## src/hdl/wsd_pkg.sv

```systemverilog
// Shared types and constants for the WebSocket text frame deframer.
package wsd_pkg;

  localparam int unsigned LEN_WIDTH_DEF = 64;

  localparam logic [7:0] BYTE_FRAME_START = 8'h81;  // FIN set, opcode text
  localparam logic [7:0] BYTE_JSON_OPEN   = 8'h7b;  // '{'
  localparam logic [6:0] LEN7_MASK        = 7'h7f;
  localparam logic [6:0] LEN7_EXT16       = 7'd126;
  localparam logic [6:0] LEN7_EXT64       = 7'd127;

  localparam logic [2:0] EXT16_COUNT = 3'd1;  // bytes left after the first
  localparam logic [2:0] EXT64_COUNT = 3'd7;
  localparam logic [2:0] MASK_COUNT  = 3'd3;

  typedef enum logic [2:0] {
    PH_IDLE,
    PH_LEN,
    PH_EXT,
    PH_MASK,
    PH_DATA
  } phase_t;

  typedef struct packed {
    logic [7:0] data_byte;
    logic       segment_start;
  } stream_item_t;

  typedef struct packed {
    logic [7:0] payload_byte;
    logic       last_byte;
    logic       aborted;
  } payload_item_t;

  typedef struct packed {
    logic          valid;
    payload_item_t item;
  } step_result_t;

endpackage

```

## src/hdl/websocket_text_frame_deframer_top.sv

```systemverilog
// Top level of the WebSocket text frame deframer: input and result registers.
//
// Takes one stream byte per cycle while stream_stall is low and returns the
// unmasked payload of unfragmented text frames that start with '{', marking the
// last byte, plus an abort transaction when a new frame start cuts off a frame
// already partly forwarded. Throughput is one byte per clock when not stalled.
// An accepted byte passes through the input register, and its result, if any,
// is then written to the result register. The header state machine and length
// counter update as the byte leaves the input register.
// stream_stall follows payload_stall combinationally when the input register
// holds a byte that produces a result and the result register is full and
// stalled.
module websocket_text_frame_deframer_top import wsd_pkg::*; #(
  parameter int unsigned LEN_WIDTH = LEN_WIDTH_DEF
) (
  input  logic          clk,
  input  logic          rst,
  input  logic          stream_valid,
  output logic          stream_stall,
  input  stream_item_t  stream_item,
  output logic          payload_valid,
  input  logic          payload_stall,
  output payload_item_t payload_item
);

  logic         in_valid;
  stream_item_t in_item;
  step_result_t step;
  logic         out_free;
  logic         advance;

  assign out_free     = !payload_valid || !payload_stall;
  assign advance      = in_valid && (!step.valid || out_free);
  assign stream_stall = in_valid && !advance;

  always_ff @(posedge clk) begin
    if (rst) begin
      in_valid <= 1'b0;
    end else if (!stream_stall) begin
      in_valid <= stream_valid;
    end
  end

  always_ff @(posedge clk) begin
    if (!stream_stall && stream_valid) begin
      in_item <= stream_item;
    end
  end

  wsd_parser #(
    .LEN_WIDTH (LEN_WIDTH)
  ) u_parser (
    .clk     (clk),
    .rst     (rst),
    .item    (in_item),
    .advance (advance),
    .result  (step)
  );

  always_ff @(posedge clk) begin
    if (rst) begin
      payload_valid <= 1'b0;
    end else if (advance && step.valid) begin
      payload_valid <= 1'b1;
    end else if (!payload_stall) begin
      payload_valid <= 1'b0;
    end
  end

  always_ff @(posedge clk) begin
    if (advance && step.valid) begin
      payload_item <= step.item;
    end
  end

endmodule

```

## src/hdl/wsd_parser.sv

```systemverilog
// Frame header state machine, length counter and payload unmasking.
module wsd_parser import wsd_pkg::*; #(
  parameter int unsigned LEN_WIDTH = LEN_WIDTH_DEF
) (
  input  logic         clk,
  input  logic         rst,
  input  stream_item_t item,
  input  logic         advance,
  output step_result_t result
);

  phase_t               phase, phase_next;
  logic [LEN_WIDTH-1:0] length_remaining, length_remaining_next;
  logic [2:0]           header_byte_count, header_byte_count_next;
  logic [31:0]          mask_key, mask_key_next;
  logic                 mask_present, mask_present_next;
  logic [1:0]           payload_index, payload_index_next;
  logic                 forwarding, forwarding_next;
  logic                 skip, skip_next;

  logic                 seg;
  logic [7:0]           b;
  logic [6:0]           len7;
  logic                 is_start;
  logic                 restart;
  logic                 idle_seg;
  logic                 skipped;
  logic [7:0]           key_byte;
  logic [7:0]           data_val;
  logic [LEN_WIDTH-1:0] len_dec;
  logic                 data_last;
  logic                 first_dec;
  logic                 fwd_now;
  logic                 ext_sat;
  logic [LEN_WIDTH-1:0] ext_len;

  assign seg      = item.segment_start;
  assign b        = item.data_byte;
  assign len7     = b[6:0] & LEN7_MASK;
  assign is_start = (b == BYTE_FRAME_START);
  assign restart  = seg && is_start;
  assign idle_seg = seg && !is_start && (phase == PH_IDLE);
  assign skipped  = !seg && skip;

  // key byte 0 is the most significant byte of the key register
  assign key_byte  = mask_key[{~payload_index, 3'b000} +: 8];
  assign data_val  = mask_present ? (b ^ key_byte) : b;
  assign len_dec   = length_remaining - LEN_WIDTH'(1);
  assign data_last = (len_dec == '0);
  assign first_dec = (payload_index == 2'd0) && !forwarding && (header_byte_count == 3'd0);
  assign fwd_now   = first_dec ? (data_val == BYTE_JSON_OPEN) : forwarding;

  // extended length saturates once the top byte would be shifted out
  assign ext_sat = (length_remaining[LEN_WIDTH-1 -: 8] != 8'd0);
  assign ext_len = ext_sat ? '1 : {length_remaining[LEN_WIDTH-9:0], b};

  always_comb begin
    phase_next             = phase;
    length_remaining_next  = length_remaining;
    header_byte_count_next = header_byte_count;
    mask_key_next          = mask_key;
    mask_present_next      = mask_present;
    payload_index_next     = payload_index;
    forwarding_next        = forwarding;
    skip_next              = skip;
    priority if (restart || (!seg && !skip && phase == PH_IDLE && is_start)) begin
      phase_next             = PH_LEN;
      length_remaining_next  = '0;
      header_byte_count_next = 3'd0;
      mask_key_next          = '0;
      mask_present_next      = 1'b0;
      payload_index_next     = 2'd0;
      forwarding_next        = 1'b0;
      skip_next              = 1'b0;
    end else if (idle_seg) begin
      skip_next = 1'b1;
    end else if (skipped) begin
      skip_next = skip;
    end else begin
      unique case (phase)
        PH_IDLE: begin
          skip_next = 1'b1;
        end
        PH_LEN: begin
          mask_present_next     = b[7];
          length_remaining_next = '0;
          priority if (len7 == LEN7_EXT16) begin
            phase_next             = PH_EXT;
            header_byte_count_next = EXT16_COUNT;
          end else if (len7 == LEN7_EXT64) begin
            phase_next             = PH_EXT;
            header_byte_count_next = EXT64_COUNT;
          end else begin
            length_remaining_next = LEN_WIDTH'(len7);
            priority if (b[7]) begin
              phase_next             = PH_MASK;
              header_byte_count_next = MASK_COUNT;
            end else if (len7 == 7'd0) begin
              phase_next = PH_IDLE;
            end else begin
              phase_next         = PH_DATA;
              payload_index_next = 2'd0;
            end
          end
        end
        PH_EXT: begin
          length_remaining_next = ext_len;
          if (header_byte_count == 3'd0) begin
            priority if (mask_present) begin
              phase_next             = PH_MASK;
              header_byte_count_next = MASK_COUNT;
            end else if (ext_len == '0) begin
              phase_next = PH_IDLE;
            end else begin
              phase_next         = PH_DATA;
              payload_index_next = 2'd0;
            end
          end else begin
            header_byte_count_next = header_byte_count - 3'd1;
          end
        end
        PH_MASK: begin
          mask_key_next = {mask_key[23:0], b};
          if (header_byte_count == 3'd0) begin
            mask_present_next  = 1'b1;
            phase_next         = (length_remaining == '0) ? PH_IDLE : PH_DATA;
            payload_index_next = 2'd0;
          end else begin
            header_byte_count_next = header_byte_count - 3'd1;
          end
        end
        PH_DATA: begin
          payload_index_next    = payload_index + 2'd1;
          length_remaining_next = len_dec;
          if (first_dec) begin
            forwarding_next        = fwd_now;
            header_byte_count_next = 3'd1;  // first payload byte seen
          end
          if (data_last) begin
            phase_next             = PH_IDLE;
            forwarding_next        = 1'b0;
            header_byte_count_next = 3'd0;
            payload_index_next     = 2'd0;
          end
        end
        default: begin
          phase_next = PH_IDLE;
          skip_next  = 1'b1;
        end
      endcase
    end
  end

  always_comb begin
    result = '0;
    priority if (restart) begin
      // abort only if part of the dropped frame went out
      result.valid        = (phase != PH_IDLE) && forwarding;
      result.item.aborted = 1'b1;
    end else if (!idle_seg && !skipped && phase == PH_DATA) begin
      result.valid             = fwd_now;
      result.item.payload_byte = data_val;
      result.item.last_byte    = data_last;
    end else begin
      result = '0;
    end
  end

  always_ff @(posedge clk) begin
    if (rst) begin
      phase             <= PH_IDLE;
      length_remaining  <= '0;
      header_byte_count <= 3'd0;
      mask_key          <= '0;
      mask_present      <= 1'b0;
      payload_index     <= 2'd0;
      forwarding        <= 1'b0;
      skip              <= 1'b0;
    end else if (advance) begin
      phase             <= phase_next;
      length_remaining  <= length_remaining_next;
      header_byte_count <= header_byte_count_next;
      mask_key          <= mask_key_next;
      mask_present      <= mask_present_next;
      payload_index     <= payload_index_next;
      forwarding        <= forwarding_next;
      skip              <= skip_next;
    end
  end

  a_skip_only_idle: assert property (@(posedge clk) disable iff (rst)
    skip |-> phase == PH_IDLE)
    else $error("segment skip active outside idle");

  a_data_len_nonzero: assert property (@(posedge clk) disable iff (rst)
    phase == PH_DATA |-> length_remaining != '0)
    else $error("payload phase with zero length left");

  a_fwd_only_data: assert property (@(posedge clk) disable iff (rst)
    forwarding |-> phase == PH_DATA)
    else $error("forwarding set outside payload phase");

  a_mask_count: assert property (@(posedge clk) disable iff (rst)
    phase == PH_MASK |-> header_byte_count <= MASK_COUNT)
    else $error("mask key byte count out of range");

endmodule

```

## config.mk

```make
export PLATFORM = sky130hd
export DESIGN_NAME = websocket_text_frame_deframer_top
export DESIGN_NICKNAME = d
export VERILOG_FILES = /design/src/hdl/wsd_pkg.sv /design/src/hdl/websocket_text_frame_deframer_top.sv /design/src/hdl/wsd_parser.sv
export SDC_FILE = /design/constraint.sdc
export NUM_CORES = 1
export LEC_CHECK = 0
export BUFFER_PORTS_ARGS = -buffer_cell sky130_fd_sc_hd__buf_2
export CORE_MARGIN = 3
export CORE_UTILIZATION = 63
export DETAILED_ROUTE_END_ITERATION = 8
export PLACE_DENSITY = 0.81
export SYNTH_ARGS = -nofsm -noshare
export SYNTH_HDL_FRONTEND = slang
export SYNTH_SLANG_ARGS = --single-unit
```

## constraint.sdc

```tcl
create_clock -name clk -period 4.05 [get_ports clk]
set_clock_uncertainty 0.1 [all_clocks]
set_input_delay 0.405 -clock clk [delete_from_list [all_inputs] [get_ports clk]]
set_output_delay 0.405 -clock clk [all_outputs]
set_load 0.05 [all_outputs]
```

==> flow_metrics.env <==
export IMPL_synth_top_flop_cell="dfxtp_1"
export IMPL_syn_nets=1110
export IMPL_critical_path_required_ps=4290
export IMPL_wl_per_cell_um=20.05
export IMPL_r2r_start="u_parser.length_remaining[0]$_SDFFE_PP0P_"
export IMPL_end_kind="flop"
export IMPL_worst_setup_path_type="flop to flop"
export IMPL_maxCapViolCount=0
export IMPL_grt_pass1_vias=8055
export IMPL_max_freq_mhz=261.5
export IMPL_gp_congestion=1.026
export IMPL_ys_ff_latch=128
export IMPL_status="complete, no violations"
export IMPL_die_area_um2=14520
export IMPL_seq_area_frac_synth_pct=33.32
export IMPL_cp_max_fo=6
export IMPL_yosysTopAreaCell="dfxtp_1"
export IMPL_finalNonFillerCells=1279
export IMPL_slew_headroom_pct=33.24
export IMPL_synth_common_cells="nor2_1 (140), o21ai_0 (135), nand2_1 (114), dfxtp_1 (109), clkbuf_1 (71)"
export IMPL_period_minus_slack_ps=3824
export IMPL_cts_inserted_buffers=17
export IMPL_ff2ff_path_depth=11
export IMPL_hold_class="input port to flop"
export IMPL_ctsHoldBuffers=0
export IMPL_min_to="in_item[6]$_DFFE_PP_"
export IMPL_r2r_slack_ps=230
export IMPL_postRouteAntennaNets=0
export IMPL_synth_area_leaders="dfxtp_1 (26%), o21ai_0 (8.2%), edfxtp_1 (6.9%)"
export IMPL_final_nets=1112
export IMPL_tightest_slew_ps=1001
export IMPL_synth_area_um2=8260
export IMPL_grt_pass1_wl_um=41320
export IMPL_drtIter0Drc=1636
export IMPL_antennaDiodeCount=0
export IMPL_yosysWarnings=0
export IMPL_drc=0
export IMPL_viasPerCell=7.018
export IMPL_clkTransAtPathRegs_ps=60
export IMPL_hold_violations=0
export IMPL_ir_worst_vdd_mv=0.2821
export IMPL_cts_htree_levels=4
export IMPL_die_h_um=120.5
export IMPL_layout_drive_gt1_share_pct=13.64
export IMPL_cellPowerDensity_nw_per_um2=313.9
export IMPL_num_rows=41
export IMPL_hold_start="stream_item[6]"
export IMPL_critPathArrivalTime_ps=4060
export IMPL_dieWidth_um=120.5
export IMPL_finalCritPeriodShare_pct=94.43
export IMPL_min_path_cells=1
export IMPL_drtPass1Iterations=7
export IMPL_yosysMostFrequentCell="nor2_1"
export IMPL_rsz0062_at_grt="false"
export IMPL_wirelength_um=25650
export IMPL_r2r_end="u_parser.header_byte_count[0]$_SDFFE_PP0P_"
export IMPL_p_leak_nw=3.411
export IMPL_start_util_pct=64.93
export IMPL_post_place_cells=1245
export IMPL_io_buffers=24
export IMPL_drv_slew=0
export IMPL_clock_latency_ps=430
export IMPL_hpwl_um=16720
export IMPL_ioPinCount=25
export IMPL_finalSetupViolCount=0
export IMPL_cts_buffer_depth=2
export IMPL_grt_usage_pct=35.23
export IMPL_final_area_um2=9224
export IMPL_async_flop_share_pct=0
export IMPL_antenna_found_initial=0
export IMPL_place_area_um2=8620
export IMPL_grt_max_degree=90
export IMPL_root_buffer="clkbuf_16"
export IMPL_clock_sinks=128
export IMPL_startpoint_type="flop"
export IMPL_ys_types=77
export IMPL_synthCells=1092
export IMPL_area_growth_pct=11.66
export IMPL_yosysTopAreaCellShare_pct=26.42
export IMPL_core_um2=12720
export IMPL_syn_avg_cell_area_um2=7.564
export IMPL_grt_overflow=0
export IMPL_vias=8976
export IMPL_synth_edf_count=19
export IMPL_setup_tns_ps=0
export IMPL_cts_tree="built"
worst max path at each step:
stage | slack, ps | from | endpoint | cells after the start
global placement | 400 | u_parser.length_remaining[0]$_SDFFE_PP0P_ | u_parser.header_byte_count[0]$_SDFFE_PP0P_ | 11
global route | 9 | u_parser.length_remaining[0]$_SDFFE_PP0P_ | u_parser.forwarding$_SDFFE_PP0P_ | 11
CTS | 20 | u_parser.payload_index[1]$_SDFFE_PP0P_ | stream_stall | 8
floorplan | 480 | u_parser.length_remaining[0]$_SDFFE_PP0P_ | u_parser.header_byte_count[0]$_SDFFE_PP0P_ | 13
finish | 230 | u_parser.length_remaining[0]$_SDFFE_PP0P_ | u_parser.header_byte_count[0]$_SDFFE_PP0P_ | 11
detailed placement | 240 | u_parser.length_remaining[0]$_SDFFE_PP0P_ | u_parser.header_byte_count[0]$_SDFFE_PP0P_ | 11
power by group:
part | switching (mW) | total (mW) | internal [mW]
logic | 0.0686 | 0.102 | 0.0334
clock network | 0.597 | 1.48 | 0.883
registers | 0.0156 | 1.31 | 1.30
total | 0.681 | 2.89 | 2.21
cells in the final DEF, fill, tap and decap left out, types with 5 or more instances in the layout:
master	count
nor2_1	138
o21ai_0	135
nand2_1	114
dfxtp_1	109
a22oi_1	61
a21oi_1	57
buf_4	51
nor3_1	33
nor4_1	29
nand3_1	25
xor2_1	24
buf_2	23
o31ai_1	19
edfxtp_1	19
clkbuf_16	18
inv_1	17
nand4_1	15
or4_1	13
o32ai_1	11
or2_2	10
or3_1	10
a31oi_1	10
nor2b_1	9
mux4_2	8
nand2b_1	8
nand3b_1	8
xnor2_1	7
a311oi_1	6
and2_1	5
nor4_2	5
o41ai_1	5
ha_1	5
per-layer routing:
| layer | GRT usage, % | routed length [um] | part of all wire (%) |
|---|---|---|---|
| met5 | 0 | 0 | 0 |
| met4 | 11.61 | 606 | 2.4 |
| met3 | 10.48 | 3394 | 13 |
| met2 | 51.07 | 11020 | 43 |
| met1 | 50.36 | 10630 | 41 |
repair_timing:
| item | 4_1_cts | 5_1_grt |
|---|---|---|
| setup endpoints to repair | 0 | 13 |
| buffers inserted | 0 | 2 |
| gates resized for setup | 0 | 2 |
sequential cells by signal, summed over array words and instances (netlist names):
signal / flops
u_parser.mask_key: 32
payload_item: 10
u_parser.payload_index: 2
u_parser.phase: 3
u_parser.header_byte_count: 3
in_valid: 1
u_parser.length_remaining: 64
in_item: 9
u_parser.forwarding: 1
u_parser.mask_present: 1
u_parser.skip: 1
payload_valid: 1
worst max-delay path, stage by stage, from the launching register on:
cell	delay (ps)
dfxtp_1	360
inv_1	150
ha_1	200
or3b_1	430
nor4_2	320
nand2_1	140
or4_1	670
xnor2_1	180
nor4_1	390
nand4b_2	260
a21o_1	270
a221oi_2	260
stage by stage:
step	total power [mW]	worst slack [ps]	util (%)	hold WS, ps
floorplan	1.402	480.8	-	351.7
global placement	1.436	399.4	67.75	373.7
detailed placement	1.437	237.7	67.75	389.0
CTS	2.893	22.88	72.20	41.10
global route	2.968	9.114	72.50	42.26
finish	2.895	225.6	72.50	50.05
cells by family (layout without fill, tap and decap cells):
| kind of cell | Yosys count | after routing | synth area share (%) |
|---|---|---|---|
| compound gates | 346 | 346 | 26.22 |
| xor+xnor | 31 | 31 | 3.287 |
| fa+ha+maj | 5 | 5 | 0.7573 |
| buf+inv | 111 | 126 | 5.817 |
| flops | 128 | 128 | 33.32 |
| mux | 10 | 10 | 2.423 |
| simple gates | 461 | 461 | 28.17 |
final cells by class:
class / instances / area [um2]
Multi-Input combinational cell: 853 / 5069
Fill cell: 1014 / 3498
Clock inverter: 11 / 103.9
Inverter: 17 / 63.81
Clock buffer: 21 / 461.7
Sequential cell: 128 / 2753
Tap cell: 172 / 215.2
Timing Repair Buffer: 77 / 558.0
Power figures use the tool's default switching activity.
